`src/rtl/core/mvm_pkg.sv`:
```
// Shared types and constants for the matrix-vector multiply core.
// No dependencies; imported by every module under rtl/core.
package mvm_pkg;

    localparam int MAX_ORDER   = 1024;
    localparam int ADDR_W      = $clog2(MAX_ORDER);
    localparam int SIZE_W      = 11;
    localparam int N_W         = (SIZE_W > ADDR_W + 1) ? SIZE_W : ADDR_W + 1;
    localparam int VAL_W       = 16;
    localparam int PROD_W      = 2 * VAL_W;
    localparam int ACC_W       = 48;
    localparam int ROW_W       = 10;
    localparam int FIFO_DEPTH  = 4;
    localparam int FIFO_PTR_W  = $clog2(FIFO_DEPTH);
    localparam int FIFO_CNT_W  = FIFO_PTR_W + 1;

    localparam logic OP_LOAD   = 1'b0;
    localparam logic OP_MAC    = 1'b1;

    typedef struct packed {
        logic                    op;
        logic signed [VAL_W-1:0] value;
    } t_in_item;

    typedef struct packed {
        logic [ROW_W-1:0]        row_index;
        logic signed [ACC_W-1:0] dot_product;
        logic                    last_row;
    } t_out_item;

    // classified request handed from front to back
    typedef struct packed {
        logic                    op;
        logic signed [VAL_W-1:0] value;
        logic [ADDR_W-1:0]       addr;
        logic                    row_end;
        logic                    last_row;
        logic [ROW_W-1:0]        row_index;
    } t_cmd;

    typedef struct packed {
        logic                  full;
        logic                  valid;
        logic [FIFO_CNT_W-1:0] count;
    } t_fifo_status;

endpackage

```
`src/rtl/core/mvm_fifo.sv`:
```
// Short request queue between front and back ends.
// Depends on mvm_pkg.
module mvm_fifo (
    input  logic                 i_clk,
    input  logic                 i_rst_n,
    input  logic                 i_push,
    input  mvm_pkg::t_cmd        i_cmd,
    input  logic                 i_pop,
    output mvm_pkg::t_cmd        o_cmd,
    output mvm_pkg::t_fifo_status o_status
);
    import mvm_pkg::*;

    t_cmd                  r_mem [FIFO_DEPTH];
    logic [FIFO_PTR_W-1:0] r_wr_ptr;
    logic [FIFO_PTR_W-1:0] r_rd_ptr;
    logic [FIFO_CNT_W-1:0] r_count, n_count;

    assign o_cmd           = r_mem[r_rd_ptr];
    assign o_status.full   = (r_count == FIFO_CNT_W'(FIFO_DEPTH));
    assign o_status.valid  = (r_count != '0);
    assign o_status.count  = r_count;

    always_comb begin
        n_count = r_count;
        if (i_push && !i_pop) begin
            n_count = r_count + 1'b1;
        end else if (!i_push && i_pop) begin
            n_count = r_count - 1'b1;
        end
    end

    always_ff @(posedge i_clk) begin
        if (i_push) begin
            r_mem[r_wr_ptr] <= i_cmd;
        end
    end

    always_ff @(posedge i_clk) begin
        if (!i_rst_n) begin
            r_wr_ptr <= '0;
            r_rd_ptr <= '0;
            r_count  <= '0;
        end else begin
            if (i_push) begin
                r_wr_ptr <= r_wr_ptr + 1'b1;
            end
            if (i_pop) begin
                r_rd_ptr <= r_rd_ptr + 1'b1;
            end
            r_count <= n_count;
        end
    end

endmodule

```
`config.mk`:
```
export PLATFORM = sky130hd
export DESIGN_NAME = mvm_fifo
export DESIGN_NICKNAME = d
export VERILOG_FILES = /design/src/rtl/core/mvm_pkg.sv /design/src/rtl/core/mvm_fifo.sv
export SDC_FILE = /design/constraint.sdc
export NUM_CORES = 1
export LEC_CHECK = 0
export ABC_AREA = 0
export BUFFER_PORTS_ARGS = -buffer_cell sky130_fd_sc_hd__buf_2
export CAP_MARGIN = 20
export CORE_MARGIN = 2
export CORE_UTILIZATION = 61
export DETAILED_ROUTE_END_ITERATION = 7
export GPL_TIMING_DRIVEN = 0
export PLACE_DENSITY = 0.84
export SLEW_MARGIN = 20
export SYNTH_ARGS = -nofsm -noshare
export SYNTH_HDL_FRONTEND = slang
export SYNTH_SLANG_ARGS = --single-unit
```
`constraint.sdc`:
```
create_clock -name i_clk -period 4.4 [get_ports i_clk]
set_clock_uncertainty 0.15 [all_clocks]
set_input_delay 0.22 -clock i_clk [delete_from_list [all_inputs] [get_ports i_clk]]
set_output_delay 0.22 -clock i_clk [all_outputs]
set_load 0.05 [all_outputs]
```
; Word level (Yosys, flattened, before mapping)
; Memory sizes are Yosys's and may differ from the RTL's. A register that Yosys moved wholly into a read port is not among the register bits.
; Cells that the tools add are included.
; Widths: inputs -> output; s select.
[op_classes]
addsub = 4
eq_ne = 1
muxes = 6
n_reduce_logical = 6
[op_table]
columns = op, n
row1 = $mux 3, 2
row2 = $add 2x1->2 const B, 2
row3 = $mux 2, 2
row4 = $add 3x1->3 const B, 1
row5 = $eq 3x3->1 const B, 1
row6 = $reduce_bool 3->1, 1
row7 = $sub 3x1->3 const B, 1
row8 = $logic_and 1x1->1, 2
row9 = $logic_not 1->1, 2
row10 = $mux 1, 2
row11 = $reduce_bool 2->1, 1
[totals]
regBits = 7
mem_bits_rw = 156
inputBits = 43
out_inout_bits = 44
memories = 1
[mem_list]
columns = name, words, word_bits, rd, rd_ports_with_merged_regs, write_ports, line
row1 = r_mem, 4, 39, 1, 1, 1, mvm_fifo.sv:14  ; t_cmd r_mem [FIFO_DEPTH];

; Depth between registers and ports, before layout
; Gate-level depths: netlist of the first run.
[depth]
depth_word = 4
mapped_depth = 7
ltp_nobuf = 7

; Least setup slack after synthesis of the first run
; OpenSTA, ideal clock, no wires.
[synth_timing]
path_kind = register to output
startpoint = reg r_count[2]
endpoint = out o_status[4] (netlist bit)
t_arrival_ps = 1869
t_required_ps = 4030
setup_slack_ps = 2161
stages_incl_launch_ff = 2
cell_sequence = dfxtp_1 > nor3b_1
[synth_rtl]
columns = element, line
row1 = "start, declared", mvm_fifo.sv:17  ; logic [FIFO_CNT_W-1:0] r_count, n_count;
row2 = "start signal, assigned", mvm_fifo.sv:51  ; r_count <= n_count;
row3 = "end, declared", mvm_fifo.sv:10  ; output mvm_pkg::t_fifo_status o_status

==> flow_summary.toml, run 1 <==
[power_and_ir_drop]
power.ir.vdd_worst_mv = 0.264
total_power_mw = 3.88
leakagePower_nw = 2.72
pwr_density_cell_nw_per_um2 = 500

[placed_design]
place.detailed.hpwl_mm = 6.63
dp_cells = 469
gp_congestion = 0.685
io_buffer_count = 86
dp_worst_setup_slack_ns = 2.42

[final_layout]
fill_cells = 519
antennaDiodeCount = 0
area.growth.synth_to_final_pct = 28.1
nNetsFinal = 446
multi_input_area_sq_um = 1130
mostFrequentLayoutCells = "edfxtp_1, buf_2, dlygate4sd3_1"
final_common_cell = "edfxtp_1"
seqCellArea_sq_um = 4860
post_route_cells_drive_above_1_share = 0.401
layout.cells.non_filler = 542

[clocking]
clk-insertion-delay-late_ns = 0.51
clock-sinks = 165
cts_tree = "built"
ctsRootBufferMaster = "clkbuf_8"
cts_inserted_buffers = 17
htree_num_levels = 4
clk_pin_slew_ns = 0.06
post_cts.repair.setup_buffers = 0
clock_tree.buffer_depth = 2

[route]
postRouteWirelength_mm = 12.0
vias_per_cell = 5.54
dr.pass1.iters = 4
drt_iter0_markers = 151
route.detailed.drc = 0
avgRoutedWirePerCell_um = 22.1
route.antenna.remaining_nets = 0
dr_total_vias = 3002

[synth]
postSynthCellCount = 246
post_synth_and_or_nand_nor_area_fraction = 0.0153
synth-compound-area-share = 0.00206
ys_ff_latch = 165
netlist-cell-type-count = 20
synth_area_per_cell_sq_um = 24.7
yosys_warnings = 0
dominant_combinational_cell_family_by_area_after_synthesis = "multiplexers"
synthAdderAreaFrac = 0.0136
postSynthNetCount = 295
synth_area_sq_um = 6060
yosys-mux-area-fraction = 0.148
synth-xor-area-share = 0.00722
ys_seq_area_frac = 0.802

[critical_path]
path_max_fanout = 10
end_kind = "output port"
timing.critical_path.required_ns = 4.03
worstReg2RegEnd = "r_mem[1][4]"
setup.reg_to_reg.worst_slack_ns = 2.60
reg2reg_depth = 4
crit-reg2reg-launch = "r_wr_ptr[1]"
worstPathArrival_ns = 2.11
timing.setup.critical_path_class = "register to output port"
startpoint_type = "register"
endpoint = "o_cmd[24]"

[floorplan]
io_pins = 87
die_area_sq_um = 10800
start_util = 0.623
die_height_um = 104
std_cell_rows = 36
design.core.area_sq_um = 9730
die_width_um = 104

[min_path]
hold_path.startpoint = "i_cmd[33]"
worstHoldPathType = "input port to register"

[timing]
timing.final.crit_period_ns = 2.48
hold_viol_final = 0
worst_hold_slack_ns = 0.302
tightest_slew_ns = 0.638
report.final.setup_viol = 0
final.setup.tns_ns = 0
min_period_over_period = 0.564
drv_slew = 0
worst_slack_ns = 1.92
setup_repair_after_global_routing_missed_its_margin = "false"
max_clock_freq_mhz = 403
timing.slew.headroom = 0.575

[global_route]
grt.total_usage = 0.234
grt_antenna_before_repair = 0
grt_pass1_wl_mm = 18.0
globalRoute.totalOverflow = 0
grt_pass1_vias = 3154
grt_start_max_net_pins = 24

[run_status]
outcome = "complete, no violations"

[flow_run]
drv.max_cap_violation_count = 0
cell usage after synthesis:
cell type	n	area (sq um)
fa_1	1	20.0
clkbuf_1	2	7.51
mux2i_1	2	20.0
edfxtp_1	156	4680
xor2_1	3	26.3
xnor2_1	2	17.5
nor2b_1	2	12.5
a21boi_0	1	7.51
and2_1	9	56.3
dfxtp_1	9	180
ha_1	5	62.6
buf_6	2	22.5
nand2_1	1	3.75
or3_1	2	12.5
nor3b_1	1	7.51
mux4_2	39	878
inv_1	4	15.0
o21ai_0	1	5.00
buf_4	2	15.0
buf_2	2	10.0
registers in the layout, summed over array words and instances, names as in the netlist, named ones only:
name and flops:
r_mem 156, r_rd_ptr 2, r_count 3, r_wr_ptr 2
how the worst min path moves through the flow:
stage	to	slack (ns)	depth (start not counted)
floorplan	r_mem[0][0]	0.17	0
global placement	r_mem[3][28]	0.28	1
detailed placement	r_mem[0][28]	0.29	1
CTS	r_mem[3][33]	0.27	2
global route	r_mem[3][22]	0.28	2
finish	r_mem[3][33]	0.30	2
metal layers:
layer,wire (um),track usage,share of wire,vias up
li1,-,-,-,1337
met2,6490,0.400,0.54,120
met3,616,0.0642,0.051,17
met5,0,0,0,-
met4,221,0.0772,0.018,0
met1,4680,0.293,0.39,1528
layout make-up:
| cell class | count | area share |
|---|---|---|
| plain buffers | 8 | 0.00709 |
| clock buffers | 20 | 0.0548 |
| clock inverters | 11 | 0.0205 |
| inverters | 4 | 0.00193 |
| multi-input cells | 69 | 0.146 |
| flip-flops and latches | 165 | 0.626 |
| well taps | 133 | 0.0214 |
| repair buffers | 132 | 0.122 |
worst max-delay path: stages, from the launching register on:
cell     delay [ns]
dfxtp_1        0.35
buf_2          0.27
buf_2          0.35
mux4_2         0.39
buf_2          0.23
stage by stage:
stage / instance area, sq um / utilization
5_1_grt: 7770 / 0.798
2_1_floorplan: 6060 / -
3_3_place_gp: 6660 / 0.685
3_5_place_dp: 6760 / 0.695
4_1_cts: 7770 / 0.798
6_report: 7770 / 0.798
where the power goes:
part           total [mW]  internal (mW)  switching [mW]
clock                1.46          0.911           0.550
sequential           1.83           1.80          0.0297
combinational       0.589          0.197           0.392
logic make-up (layout without fill, tap and decap cells):
family | Yosys count | after routing
fa+ha+maj | 6 | 6
flops | 165 | 165
simple gates | 15 | 15
xor+xnor | 5 | 5
compound gates | 2 | 2
buf+inv | 12 | 175
mux | 41 | 41
timing repair:
action                    in CTS  in global routing
resized for setup              0                  0
hold buffers                  42                  0
hold endpoints to repair     165                  0
(Power assumes the default switching activity.)
==> inputs of run 2 (changes only) <==
--- a/config.mk
+++ b/config.mk
@@ -9,10 +9,10 @@
 export BUFFER_PORTS_ARGS = -buffer_cell sky130_fd_sc_hd__buf_2
 export CAP_MARGIN = 20
 export CORE_MARGIN = 2
-export CORE_UTILIZATION = 61
+export CORE_UTILIZATION = 56
 export DETAILED_ROUTE_END_ITERATION = 7
 export GPL_TIMING_DRIVEN = 0
-export PLACE_DENSITY = 0.84
+export PLACE_DENSITY = 0.78
 export SLEW_MARGIN = 20
 export SYNTH_ARGS = -nofsm -noshare
 export SYNTH_HDL_FRONTEND = slang
==> constraint.sdc (replaced) <==
create_clock -name i_clk -period 2.49 [get_ports i_clk]
set_clock_uncertainty 0.15 [all_clocks]
set_input_delay 0.1245 -clock i_clk [delete_from_list [all_inputs] [get_ports i_clk]]
set_output_delay 0.1245 -clock i_clk [all_outputs]
set_load 0.05 [all_outputs]
==> run 2 against run 1 <==
Compared with the run above:
- first-iteration DRC count is 3.3% higher
- highest routed layer unchanged
- wire length shrank 11%
- critical endpoint is now o_cmd[15]
- core utilization is 5.4 points lower
- die area is 8.6% higher
- power up 72%
- clock power grew 66%
- critical path type unchanged
- sequential power rose by 77%
- setup slack lost 1.8 ns
- count of clock-buffer cells in the layout shrank 3
==> flow_summary.toml, run 2 (same netlist as run 1, synthesis figures left out) <==
[final_layout]
antennaDiodeCount = 0
final_common_cell = "edfxtp_1"
area.growth.synth_to_final_pct = 27.8
largest_register_ff_count = 156
finish.instance_area_sq_um = 7750
nNetsFinal = 446
largestRegisters = "r_mem: 156 flops, r_count: 3 flops"
mostFrequentLayoutCells = "edfxtp_1, buf_2, dlygate4sd3_1"
post_route_cells_drive_above_1_share = 0.415
max_flop_register = "r_mem"

[critical_path]
timing.critical_path.required_ns = 2.22
worstReg2RegEnd = "r_mem[2][20]"
setup.reg_to_reg.worst_slack_ns = 0.57
timing.setup.critical_path_class = "register to output port"
path_max_fanout = 10
reg2reg_depth = 4
crit-reg2reg-launch = "r_wr_ptr[0]"
end_kind = "output port"
worstPathArrival_ns = 2.05
startpoint_type = "register"

[placed_design]
io_buffer_count = 86
placedInstanceArea_sq_um = 6770
place.detailed.hpwl_mm = 6.35
gp_congestion = 0.705

[clocking]
ctsRootBufferMaster = "clkbuf_8"
clk_pin_slew_ns = 0.06
clock_tree.buffer_depth = 2
clk-insertion-delay-late_ns = 0.52
htree_num_levels = 4
cts_tree = "built"
clock-sinks = 165
cts_inserted_buffers = 17
post_cts.resized_instances = 0

[floorplan]
io_pins = 87
std_cell_rows = 37
die_area_sq_um = 11700
die_height_um = 108
die_width_um = 108
start_util = 0.582
design.core.area_sq_um = 10400

[power_and_ir_drop]
total_power_mw = 6.69
pwr_density_cell_nw_per_um2 = 863
power.ir.vdd_worst_mv = 0.541
leakagePower_nw = 2.73

[global_route]
grt_antenna_before_repair = 0
grt_start_max_net_pins = 23
grt_pass1_wl_mm = 16.3
grt_pass1_vias = 3121
globalRoute.totalOverflow = 0
grt.total_usage = 0.198

[timing]
max_clock_freq_mhz = 429
drv_slew = 0
timing.slew.headroom = 0.546
hold_viol_final = 0
setup_repair_after_global_routing_missed_its_margin = "false"
report.final.setup_viol = 0
timing.final.crit_period_ns = 2.33
final.setup.tns_ns = 0
tightest_slew_ns = 0.680
min_period_over_period = 0.935

[route]
vias_per_cell = 5.41
postRouteWirelength_mm = 10.7
dr_total_vias = 2952
route.antenna.remaining_nets = 0
route.detailed.drc = 0
dr.pass1.iters = 5
avgRoutedWirePerCell_um = 19.6
drt_iter0_markers = 156

[min_path]
hold_path.startpoint = "i_cmd[27]"
worstHoldPathType = "input port to register"
min_to = "r_mem[3][27]"
cells_on_worst_hold_path = 2

[run_status]
outcome = "complete, no violations"

[flow_run]
drv.max_cap_violation_count = 0
==> run 2: worst max-delay path by stage <==
stage | from | cells past startpoint | end | slack (ns)
final | register | 4 | o_cmd[15] | 0.16
after global routing | register | 4 | o_cmd[17] | 0.04
after CTS | register | 4 | o_cmd[15] | 0.1
after detailed placement | r_wr_ptr[0] | 4 | r_mem[2][21] | 0.61
after global placement | r_wr_ptr[0] | 3 | r_mem[2][18] | -0.23
after floorplan | r_count[2] | 1 | o_status[4] | 0.35
==> run 2: per-stage QoR <==
step | std cells | hold WS [ns] | util | setup WS (ns)
after floorplan | 246 | 0.0734 | - | 0.346
final | 546 | 0.197 | 0.744 | 0.161
after global routing | 546 | 0.181 | 0.744 | 0.0388
after global placement | 468 | 0.185 | 0.640 | -0.234
after CTS | 546 | 0.178 | 0.744 | 0.0988
after detailed placement | 472 | 0.191 | 0.650 | 0.614
==> run 2: per-layer routing <==
| layer | global-route usage | vias to the layer above | wire length, um |
|---|---|---|---|
| li1 | - | 1344 | - |
| met1 | 0.243 | 1493 | 4310 |
| met2 | 0.339 | 103 | 5620 |
| met3 | 0.0609 | 12 | 629 |
| met4 | 0.0641 | 0 | 119 |
| met5 | 0 | - | 0 |
==> run 2: area by class of cell <==
type                       count  area, sq um
buffer                         8         55.1
multi-input combinational     69         1130
inverter                       4         15.0
clock buffer                  17          414
timing repair buffer         132          953
tap                          136          170
sequential                   165         4860
fill                         597         2670
clock inverter                15          143
==> run 2: where the power goes <==
part           total, mW  leakage (nW)  internal (mW)  switching (mW)
clock               2.43         0.277           1.36            1.08
sequential          3.23          1.51           3.18          0.0458
combinational       1.03         0.944          0.349           0.681
total               6.69          2.73           4.89            1.80
==> run 2: critical path: stages (launching register included) <==
cell and delay, ns:
dfxtp_1 0.37, buf_6 0.21, buf_6 0.20, mux4_2 0.53, buf_2 0.23
==> run 2: timing repair <==
action	in CTS	in global routing
endpoints found under the hold margin	165	0
buffers inserted	0	0
hold buffers	42	0
