--- src/rtl/core/mvm_pkg.sv ---
// Shared types and constants for the matrix-vector multiply core.
// No dependencies; imported by every module under rtl/core.
package mvm_pkg;

    localparam int MAX_ORDER   = 1024;
    localparam int ADDR_W      = $clog2(MAX_ORDER);
    localparam int SIZE_W      = 11;
    localparam int N_W         = (SIZE_W > ADDR_W + 1) ? SIZE_W : ADDR_W + 1;
    localparam int VAL_W       = 16;
    localparam int PROD_W      = 2 * VAL_W;
    localparam int ACC_W       = 48;
    localparam int ROW_W       = 10;
    localparam int FIFO_DEPTH  = 4;
    localparam int FIFO_PTR_W  = $clog2(FIFO_DEPTH);
    localparam int FIFO_CNT_W  = FIFO_PTR_W + 1;

    localparam logic OP_LOAD   = 1'b0;
    localparam logic OP_MAC    = 1'b1;

    typedef struct packed {
        logic                    op;
        logic signed [VAL_W-1:0] value;
    } t_in_item;

    typedef struct packed {
        logic [ROW_W-1:0]        row_index;
        logic signed [ACC_W-1:0] dot_product;
        logic                    last_row;
    } t_out_item;

    // classified request handed from front to back
    typedef struct packed {
        logic                    op;
        logic signed [VAL_W-1:0] value;
        logic [ADDR_W-1:0]       addr;
        logic                    row_end;
        logic                    last_row;
        logic [ROW_W-1:0]        row_index;
    } t_cmd;

    typedef struct packed {
        logic                  full;
        logic                  valid;
        logic [FIFO_CNT_W-1:0] count;
    } t_fifo_status;

endpackage

--- src/rtl/core/mvm_front.sv ---
// Front end: size register, load/row/column counters, request classification.
// Depends on mvm_pkg.
module mvm_front (
    input  logic            i_clk,
    input  logic            i_rst_n,
    input  logic            i_cfg_valid,
    output logic            o_cfg_ready,
    input  logic [mvm_pkg::SIZE_W-1:0] i_cfg_data,
    input  logic            i_in_valid,
    output logic            o_in_ready,
    input  mvm_pkg::t_in_item i_in_data,
    input  logic            i_full,
    output logic            o_push,
    output mvm_pkg::t_cmd   o_cmd
);
    import mvm_pkg::*;

    logic [SIZE_W-1:0] r_size;
    logic [ADDR_W-1:0] r_load_idx, n_load_idx;
    logic [ADDR_W-1:0] r_row, n_row;
    logic [ADDR_W-1:0] r_col, n_col;
    logic [N_W-1:0]    order;
    logic              row_end;
    logic              last_row;
    logic              load_wrap;

    assign o_cfg_ready = 1'b1;
    assign o_in_ready  = !i_full;
    assign o_push      = i_in_valid && !i_full;

    always_comb begin
        if (r_size == '0) begin
            order = N_W'(1);
        end else if (N_W'(r_size) > N_W'(MAX_ORDER)) begin
            order = N_W'(MAX_ORDER);
        end else begin
            order = N_W'(r_size);
        end
    end

    assign row_end   = (N_W'(r_col) + N_W'(1)) >= order;
    assign last_row  = (N_W'(r_row) + N_W'(1)) >= order;
    assign load_wrap = (N_W'(r_load_idx) + N_W'(1)) >= order;

    always_comb begin
        o_cmd.op        = i_in_data.op;
        o_cmd.value     = i_in_data.value;
        o_cmd.addr      = (i_in_data.op == OP_LOAD) ? r_load_idx : r_col;
        o_cmd.row_end   = row_end;
        o_cmd.last_row  = last_row;
        o_cmd.row_index = ROW_W'(r_row);

        n_load_idx = r_load_idx;
        n_row      = r_row;
        n_col      = r_col;
        if (o_push) begin
            if (i_in_data.op == OP_LOAD) begin
                n_load_idx = load_wrap ? '0 : r_load_idx + 1'b1;
                n_row      = '0;
                n_col      = '0;
            end else if (row_end) begin
                n_col = '0;
                n_row = last_row ? '0 : r_row + 1'b1;
            end else begin
                n_col = r_col + 1'b1;
            end
        end
    end

    always_ff @(posedge i_clk) begin
        if (!i_rst_n) begin
            r_size     <= SIZE_W'(MAX_ORDER);
            r_load_idx <= '0;
            r_row      <= '0;
            r_col      <= '0;
        end else begin
            if (i_cfg_valid) begin
                r_size <= i_cfg_data;
            end
            r_load_idx <= n_load_idx;
            r_row      <= n_row;
            r_col      <= n_col;
        end
    end

endmodule

--- config.mk ---
export PLATFORM = sky130hd
export DESIGN_NAME = mvm_front
export DESIGN_NICKNAME = d
export VERILOG_FILES = /design/src/rtl/core/mvm_pkg.sv /design/src/rtl/core/mvm_front.sv
export SDC_FILE = /design/constraint.sdc
export NUM_CORES = 1
export LEC_CHECK = 0
export BUFFER_PORTS_ARGS = -buffer_cell sky130_fd_sc_hd__buf_2
export CORE_MARGIN = 2
export CORE_UTILIZATION = 55
export CTS_BUF_LIST = sky130_fd_sc_hd__clkbuf_16
export CTS_CLUSTER_DIAMETER = 60
export DETAILED_ROUTE_END_ITERATION = 16
export GPL_TIMING_DRIVEN = 0
export PLACE_DENSITY = 0.9
export SKIP_CTS_REPAIR_TIMING = 1
export SLEW_MARGIN = 40
export SYNTH_ARGS = -nofsm -noshare
export SYNTH_HDL_FRONTEND = slang
export SYNTH_SLANG_ARGS = --single-unit
--- constraint.sdc ---
create_clock -name i_clk -period 3.7 [get_ports i_clk]
set_input_delay 0.185 -clock i_clk [delete_from_list [all_inputs] [get_ports i_clk]]
set_output_delay 0.185 -clock i_clk [all_outputs]
set_load 0.02 [all_outputs]
== After elaboration in Yosys (flattened, before gate mapping) ==
Index checks and enable logic that the tools add are counted.
Cells by class
  muxes and demuxes: 9
  bitwise operators: 1
  $lt $le $gt $ge: 4
  equal/unequal tests: 1
  reduce and logical (&&, ||, !) cells: 5
  add/subtract/negate cells: 6
Operators by type and width (count)
  10-bit two-way mux: 7
  10-bit by 1-bit adder with 11-bit output, second input constant: 3
  11-bit >= comparator: 3
  10-bit by 1-bit adder with 10-bit output, second input constant: 3
  11-bit two-way mux: 2
  11-bit greater-than comparator, second input constant: 1
  11-bit logical NOT: 1
  2-bit AND reduction: 2
  2-bit by 1-bit inequality test with 1-bit output, second input constant: 1
  1-bit logical AND: 1
  1-bit logical NOT: 1
  1-bit inverter: 1
Storage, ports and cells
  register bits: 41
  output and inout port bits: 42

== Depth between registers and ports, before layout ==
Gate-level depths: netlist of the first run.
  depth in word-level cells: 7
  mapped depth: 14

== Worst setup path before layout of the first run ==
OpenSTA, ideal clock, no wires.
  path type: register to register
  from: register r_row[0]
  to: register r_row[8]
  path buffers: 1
  setup slack: 0.585 ns
  required time: 3.629 ns
  stages on the path, launching flop included: 13
  arrival: 3.045 ns
  library setup time: 0.071 ns
  cell sequence: dfxtp_1 -> ha_1 -> nand3_2 -> xnor2_1 -> ha_1 -> a21o_1 -> a21o_1 -> a2111oi_0 -> nor4_4 -> and3b_1 -> buf_6 -> nand4_1 -> a21oi_1
Between the ends
  cells in the longest elaborated chain, start to end: 5
  elaborated cells between the ends (all ways): 6
  classes of those cells: add/sub: 2; order compare: 1; mux: 3
Ends and longest elaborated chain
  start, declared: RTL line mvm_front.sv:20  | logic [ADDR_W-1:0] r_row, n_row;
  start signal, assigned: RTL line mvm_front.sv:81  | r_row <= n_row;
  10-bit by 1-bit adder with 11-bit output: RTL line mvm_front.sv:42  | assign last_row = (N_W'(r_row) + N_W'(1)) >= order;
  11-bit >= comparator: RTL line mvm_front.sv:42
  10-bit two-way mux (*): RTL line mvm_front.sv:63  | n_row = last_row ? '0 : r_row + 1'b1;
  10-bit two-way mux (*): RTL line mvm_front.sv:61  | end else if (row_end) begin
  10-bit two-way mux (*): RTL line mvm_front.sv:57  | if (i_in_data.op == OP_LOAD) begin
Every way passes the cells marked *; elsewhere a longest branch is shown, timed or not. The select of a mux whose other input is x is not followed.
A chain may end at the register's enable or synchronous reset.

== Worst setup path after layout of the first run ==
  from: register r_col[0]
  to: register r_row[0]
Between the ends
  cells in the longest elaborated chain, start to end: 4
Ends and longest elaborated chain
  start, declared: RTL line mvm_front.sv:21  | logic [ADDR_W-1:0] r_col, n_col;
  start signal, assigned: RTL line mvm_front.sv:82  | r_col <= n_col;
  10-bit by 1-bit adder with 11-bit output: RTL line mvm_front.sv:41  | assign row_end = (N_W'(r_col) + N_W'(1)) >= order;
  11-bit >= comparator: RTL line mvm_front.sv:41
  2-bit by 1-bit inequality test with 1-bit output (no line)
  2-bit AND reduction (no line)
Every way passes these cells.

==> results of run 1 <==
layer usage:
metal | vias to the layer above | wire, um | track usage (%)
met4 | 0 | 206 | 11.0
met1 | 1468 | 3370 | 32.4
met2 | 169 | 4200 | 46.0
met5 | - | 0 | 0
li1 | 1477 | - | -
met3 | 24 | 654 | 4.75
power by group through the flow:
stage / sequential [W] / combinational [W] / clock, W
finish: 0.000461 / 0.000179 / 0.000565
global route: 0.000461 / 0.000194 / 0.000583
CTS: 0.000460 / 0.000173 / 0.000564
detailed placement: 0.000470 / 0.000170 / 0
global placement: 0.000469 / 0.000165 / 0
floorplan: 0.000467 / 0.000124 / 0
synthesized netlist by cell type, types with 3 or more instances:
library cell / instances
nand4_1: 6
xor2_1: 11
nand4b_1: 4
and4bb_2: 6
mux2_2: 8
nor2_1: 29
a21o_1: 7
dfxtp_1: 41
ha_1: 32
buf_4: 20
xnor2_1: 9
nor2b_1: 3
nand2_1: 30
nor3_1: 7
a211oi_1: 5
nand2b_1: 7
nand3b_1: 5
and3_1: 13
a21oi_1: 24
inv_1: 7
clkbuf_1: 9
nand3_1: 18
mux2i_1: 11
o21a_1: 3
a32o_1: 5
o21ai_0: 21
path summary, 6_finish.rpt:
kind / start / to / slack [ns] / cells past startpoint
setup / recovery: r_col[0] / r_row[0] / 0.13 / 13
hold / removal: i_rst_n / r_size[10] / 0.13 / 2
setup reg to reg: r_col[0] / r_row[0] / 0.13 / 13
hold reg to reg: r_row[1] / r_row[1] / 0.49 / 2
sequential cells by signal, indices dropped and copies added, names as in the netlist:
name        flops
r_col          10
r_load_idx     10
r_row          10
r_size         11
layout make-up:
cell class                      instances  area, sq um
Buffer                                 32          204
Tap cell                               72         90.1
Clock buffer                            5          125
Clock inverter                          3         65.1
Sequential cell                        41          821
Fill cell                             428         1770
Inverter                                8         30.0
Timing Repair Buffer                   57          285
Multi-Input combinational cell        293         2110
per-stage QoR:
step	instances	cell area, sq um	worst slack, ns	total power [W]	hold WS [ns]
after floorplan	374	3150	0.585	0.000591	0.284
after global placement	503	3530	-0.0172	0.000634	0.412
after detailed placement	503	3530	0.227	0.000640	0.416
after global routing	511	3730	-0.0527	0.00124	0.139
final	511	3730	0.127	0.00120	0.129
after CTS	511	3720	0.0970	0.00120	0.122
cells by family (layout without fill, tap and decap cells):
group,after synthesis,in the layout,share of synthesized area (%)
buf+inv,40,105,7.42
xor+xnor,21,21,6.27
flops,41,41,26.0
fa+ha+maj,32,32,12.7
other cells,1,1,0.119
simple gates,137,137,24.2
compound gates,83,83,16.9
mux,19,19,6.35
critical path: stages (launching register included):
cell      delay, ns
dfxtp_1        0.47
ha_1           0.30
and3_1         0.22
and3_1         0.26
xor2_1         0.10
ha_1           0.32
nand4_1        0.15
o31ai_2        0.36
o2111a_1       0.25
clkbuf_1       0.34
o21a_1         0.16
buf_2          0.24
nand3b_1       0.13
a21oi_1        0.19
==> impl_metrics.py, run 1 <==
metrics = {
    "run_status": {
        "status": "complete, no violations",
    },
    "synth": {
        "avgSynthCellArea_sq_um": 8.43,
        "netlist_instances": 374,
        "synth_top_area_cell": "dfxtp_1",
        "synth_cell_types": 52,
        "yosys_warnings": 0,
        "ys.flop_type": "dfxtp_1",
        "postSynthNetCount": 439,
        "seq_area_frac_synth_pct": 26.0,
        "synth_area_sq_um": 3150,
        "synth_edf_count": 0,
        "async_flop_share_pct": 0,
        "synthTopCellsByArea": "dfxtp_1 26%, ha_1 13%, buf_4 4.8%",
        "synth_top_area_share_pct": 26.0,
        "ys_seq_elements": 41,
    },
    "power": {
        "clock_power_share_pct": 46.9,
        "seq_power_share_pct": 38.2,
        "vdd_drop_max_mv": 0.218,
        "combPwrFrac_pct": 14.8,
        "swShare_pct": 24.3,
        "power_density_nw_per_um2": 323,
        "power.internal_w": 0.000912,
        "power_leakage_nw": 1.76,
        "p_sw_w": 0.000293,
    },
    "sta": {
        "tns_ns": 0,
        "hold_violations": 0,
        "rsz0062_at_grt": "yes",
        "fin_crit_sh_pct": 96.6,
        "max_freq_ghz": 0.280,
        "fin_skew_ns": 0.00525,
        "finalWorstPathRequiredPeriod_ns": 3.57,
        "slew_headroom_pct": 50.7,
        "drv_slew": 0,
        "worst_slew_pin_slew_ns": 0.736,
        "finalSetupViolCount": 0,
    },
    "drt": {
        "drt_wl_total_um": 8430,
        "drt_drc_violations_left": 0,
        "dr.pass1.iters": 5,
        "via_per_inst": 6.14,
        "num_vias": 3138,
        "antenna_left": 0,
        "wl_per_cell_um": 16.5,
        "drtIter0Drc": 367,
    },
    "layout": {
        "syn_to_final_growth_pct": 18.4,
        "antenna_cells": 0,
        "final_cell_mix": "58 x buf_2, 41 x dfxtp_1, 32 x ha_1",
        "final_common_cell": "buf_2",
        "final_layout_size_suffix_gt1_share_pct": 24.6,
        "nets": 503,
        "fin_util_pct": 67.8,
    },
    "job": {
        "maxCapViolCount": 0,
    },
    "floorplanning": {
        "ios": 75,
        "die_x_um": 79.7,
        "initial_core_util_pct": 57.3,
        "core_area_sq_um": 5510,
        "die_h_um": 79.7,
        "rows": 27,
        "die-area_sq_um": 6350,
    },
    "worst_setup_path": {
        "path_max_fanout": 10,
        "path_class": "reg -> reg",
        "cp.arrival_ns": 3.78,
        "crit_required_ns": 3.90,
        "cp-start-kind": "flip-flop",
        "endpoint_kind": "flip-flop",
    },
    "clocking": {
        "clk_latency_ns": 0.28,
        "ctsHtreeMaxLevel": 2,
        "root_buffer": "clkbuf_16",
        "cts_buffer_depth": 2,
        "numCtsBuffers": 5,
        "path_clk_slew_ns": 0.06,
        "cts.sinks": 41,
        "cts_tree": "yes",
    },
    "placement": {
        "gp_congestion": 0.898,
        "io_buffers": 57,
        "hpwl_um": 5940,
    },
    "global_route": {
        "overflow": 0,
        "grt_pass1_wl_um": 13400,
        "track_usage_pct": 26.6,
        "grt_max_degree": 14,
        "antenna_found_initial": 0,
        "grt_pass1_vias": 2960,
    },
    "min_path": {
        "min_path_type": "in -> reg",
    },
}
Power figures use the tool's default switching activity.
==> run 2, diff against run 1 <==
--- a/config.mk
+++ b/config.mk
@@ -13,6 +13,7 @@
 export DETAILED_ROUTE_END_ITERATION = 16
 export GPL_TIMING_DRIVEN = 0
 export PLACE_DENSITY = 0.9
+export SETUP_SLACK_MARGIN = 0.5
 export SKIP_CTS_REPAIR_TIMING = 1
 export SLEW_MARGIN = 40
 export SYNTH_ARGS = -nofsm -noshare
==> run 2 against run 1 <==
  * Clock power hardly changed
  * Clock skew increased by 0.0012 ns
  * Largest cell class unchanged
  * Critical path type unchanged
  * Largest power group unchanged
  * First-iteration DRC count rose by 25%
  * Highest routed layer unchanged
  * Power increased by 2.5%
  * Die area unchanged
  * Combinational power rose by 17%
  * Count of clock-buffer cells in the layout stayed put
==> impl_metrics.py, run 2 (synthesis gave the netlist of run 1 again) <==
metrics = {
    "run_status": {
        "status": "complete, no violations",
    },
    "global_route": {
        "track_usage_pct": 26.6,
        "grt_max_degree": 14,
        "grt_pass1_vias": 2960,
        "antenna_found_initial": 0,
        "grt_pass1_wl_um": 13400,
        "overflow": 0,
    },
    "worst_setup_path": {
        "r2r_slack_ns": 0.41,
        "rr_worst_depth": 13,
        "max_stage_delay_ns": 0.43,
        "endpoint_kind": "flip-flop",
        "reg2reg_to": "r_row[6]",
        "worstSetupPathDepth": 13,
        "path_class": "reg -> reg",
        "crit_slowest_cell": "nor4_4",
        "cp-start-kind": "flip-flop",
        "crit_top_cell": "and3_4",
        "path_max_fanout": 5,
        "r2r-start": "r_row[0]",
        "crit_required_ns": 3.84,
        "crit_family": "simple AND/OR/NAND/NOR gates",
        "crit_buf_inv": 1,
        "crit_chain": "and3_4 -> and3_4 -> and3_4 -> nand3_4 -> xnor2_2 -> ha_1 -> and3_4 -> o31ai_2 -> nor4_4 -> buf_4 -> and4bb_2 -> o21ai_0 -> a21oi_1",
        "critical_path.endpoint": "r_row[6]",
        "crit_start": "r_row[0]",
        "cp.arrival_ns": 3.42,
    },
    "sta": {
        "drv_slew": 0,
        "fin_skew_ns": 0.00642,
        "slew_headroom_pct": 50.9,
        "worst_hold_slack_ns": 0.127,
        "worst_slew_pin_slew_ns": 0.734,
        "finalWorstPathRequiredPeriod_ns": 3.29,
        "fin_crit_sh_pct": 88.8,
        "finalSetupViolCount": 0,
        "hold_violations": 0,
        "rsz0062_at_grt": "no",
        "max_freq_ghz": 0.304,
    },
    "power": {
        "seq_power_share_pct": 37.2,
        "combPwrFrac_pct": 17.0,
        "power_density_nw_per_um2": 306,
        "swShare_pct": 24.8,
        "p_sw_w": 0.000306,
        "power_leakage_nw": 1.85,
        "vdd_drop_max_mv": 0.221,
        "power.internal_w": 0.000928,
        "total_power_w": 0.00123,
        "clock_power_share_pct": 45.8,
    },
    "floorplanning": {
        "die_x_um": 79.7,
        "die_h_um": 79.7,
        "core_area_sq_um": 5510,
        "die-area_sq_um": 6350,
        "rows": 27,
        "ios": 75,
        "initial_core_util_pct": 57.3,
    },
    "clocking": {
        "cts.sinks": 41,
        "clk_latency_ns": 0.28,
        "root_buffer": "clkbuf_16",
        "cts_tree": "yes",
        "numCtsBuffers": 5,
        "ctsHtreeMaxLevel": 2,
        "cts_buffer_depth": 2,
        "path_clk_slew_ns": 0.06,
    },
    "placement": {
        "hpwl_um": 5940,
        "io_buffers": 57,
        "gp_congestion": 0.898,
        "dpl-instance-area_sq_um": 3530,
    },
    "drt": {
        "via_per_inst": 6.47,
        "antenna_left": 0,
        "wl_per_cell_um": 18.0,
        "dr.pass1.iters": 6,
        "drtIter0Drc": 459,
        "drt_wl_total_um": 9490,
        "num_vias": 3409,
        "drt_drc_violations_left": 0,
    },
    "layout": {
        "post-route-cell-area_sq_um": 4030,
        "final_layout_size_suffix_gt1_share_pct": 33.0,
        "antenna_cells": 0,
        "final_cell_mix": "56 x buf_2, 37 x buf_4, 35 x dfxtp_1",
        "fin_util_pct": 73.2,
        "final_common_cell": "buf_2",
        "nets": 519,
        "largest_reg_flops": 11,
        "syn_to_final_growth_pct": 27.9,
        "n_fill_cell": 379,
        "largest_register": "r_size",
    },
    "job": {
        "maxCapViolCount": 0,
    },
    "min_path": {
        "min_path_type": "in -> reg",
    },
}
[run 2: final cells by class]
| type | count | area [sq um] | area share, % |
|---|---|---|---|
| multi-input cells | 294 | 2270 | 56.4 |
| flip-flops and latches | 41 | 836 | 20.7 |
| repair buffers | 72 | 400 | 9.93 |
| plain buffers | 32 | 210 | 5.21 |
| clock buffers | 5 | 125 | 3.10 |
| well taps | 72 | 90.1 | 2.23 |
| clock inverters | 3 | 65.1 | 1.61 |
| inverters | 8 | 30.0 | 0.745 |
[run 2: metal layers]
| metal | up-vias | track usage [%] | share of wire [%] |
|---|---|---|---|
| met2 | 229 | 46.0 | 49 |
| met3 | 53 | 4.75 | 7.9 |
| met4 | 0 | 11.0 | 4.0 |
| li1 | 1511 | - | - |
| met1 | 1616 | 32.4 | 39 |
| met5 | - | 0 | 0 |
[run 2: worst register-to-register path: cells and delay by family, from the launching register on]
kind / cells / cell delay, ns
fa+ha+maj: 1 / 0.32
xor+xnor: 1 / 0.16
flops: 1 / 0.36
compound gates: 3 / 0.50
simple gates: 7 / 1.57
buf+inv: 1 / 0.21
[run 2: per-stage QoR]
stage	instances	setup TNS (ns)	worst slack, ns
2_1_floorplan	374	0	0.585
3_3_place_gp	503	-0.0244	-0.0172
3_5_place_dp	503	0	0.227
4_1_cts	511	0	0.0970
5_1_grt	527	0	0.370
6_report	527	0	0.413
[run 2: how the worst min path moves through the flow]
stage                 start          to  cells after the start  slack (ns)
floorplan           i_rst_n  r_size[10]                      1        0.28
global placement    i_rst_n  r_size[10]                      2        0.41
detailed placement  i_rst_n  r_size[10]                      2        0.42
CTS                 i_rst_n  r_size[10]                      2        0.12
global route        i_rst_n  r_size[10]                      2        0.14
finish              i_rst_n  r_size[10]                      2        0.13
[run 2: power by group through the flow]
stage	combinational, W	clock, W	sequential, W
after global placement	0.000165	0	0.000469
after global routing	0.000224	0.000583	0.000460
final	0.000210	0.000566	0.000459
after CTS	0.000173	0.000564	0.000460
after floorplan	0.000124	0	0.000467
after detailed placement	0.000170	0	0.000470
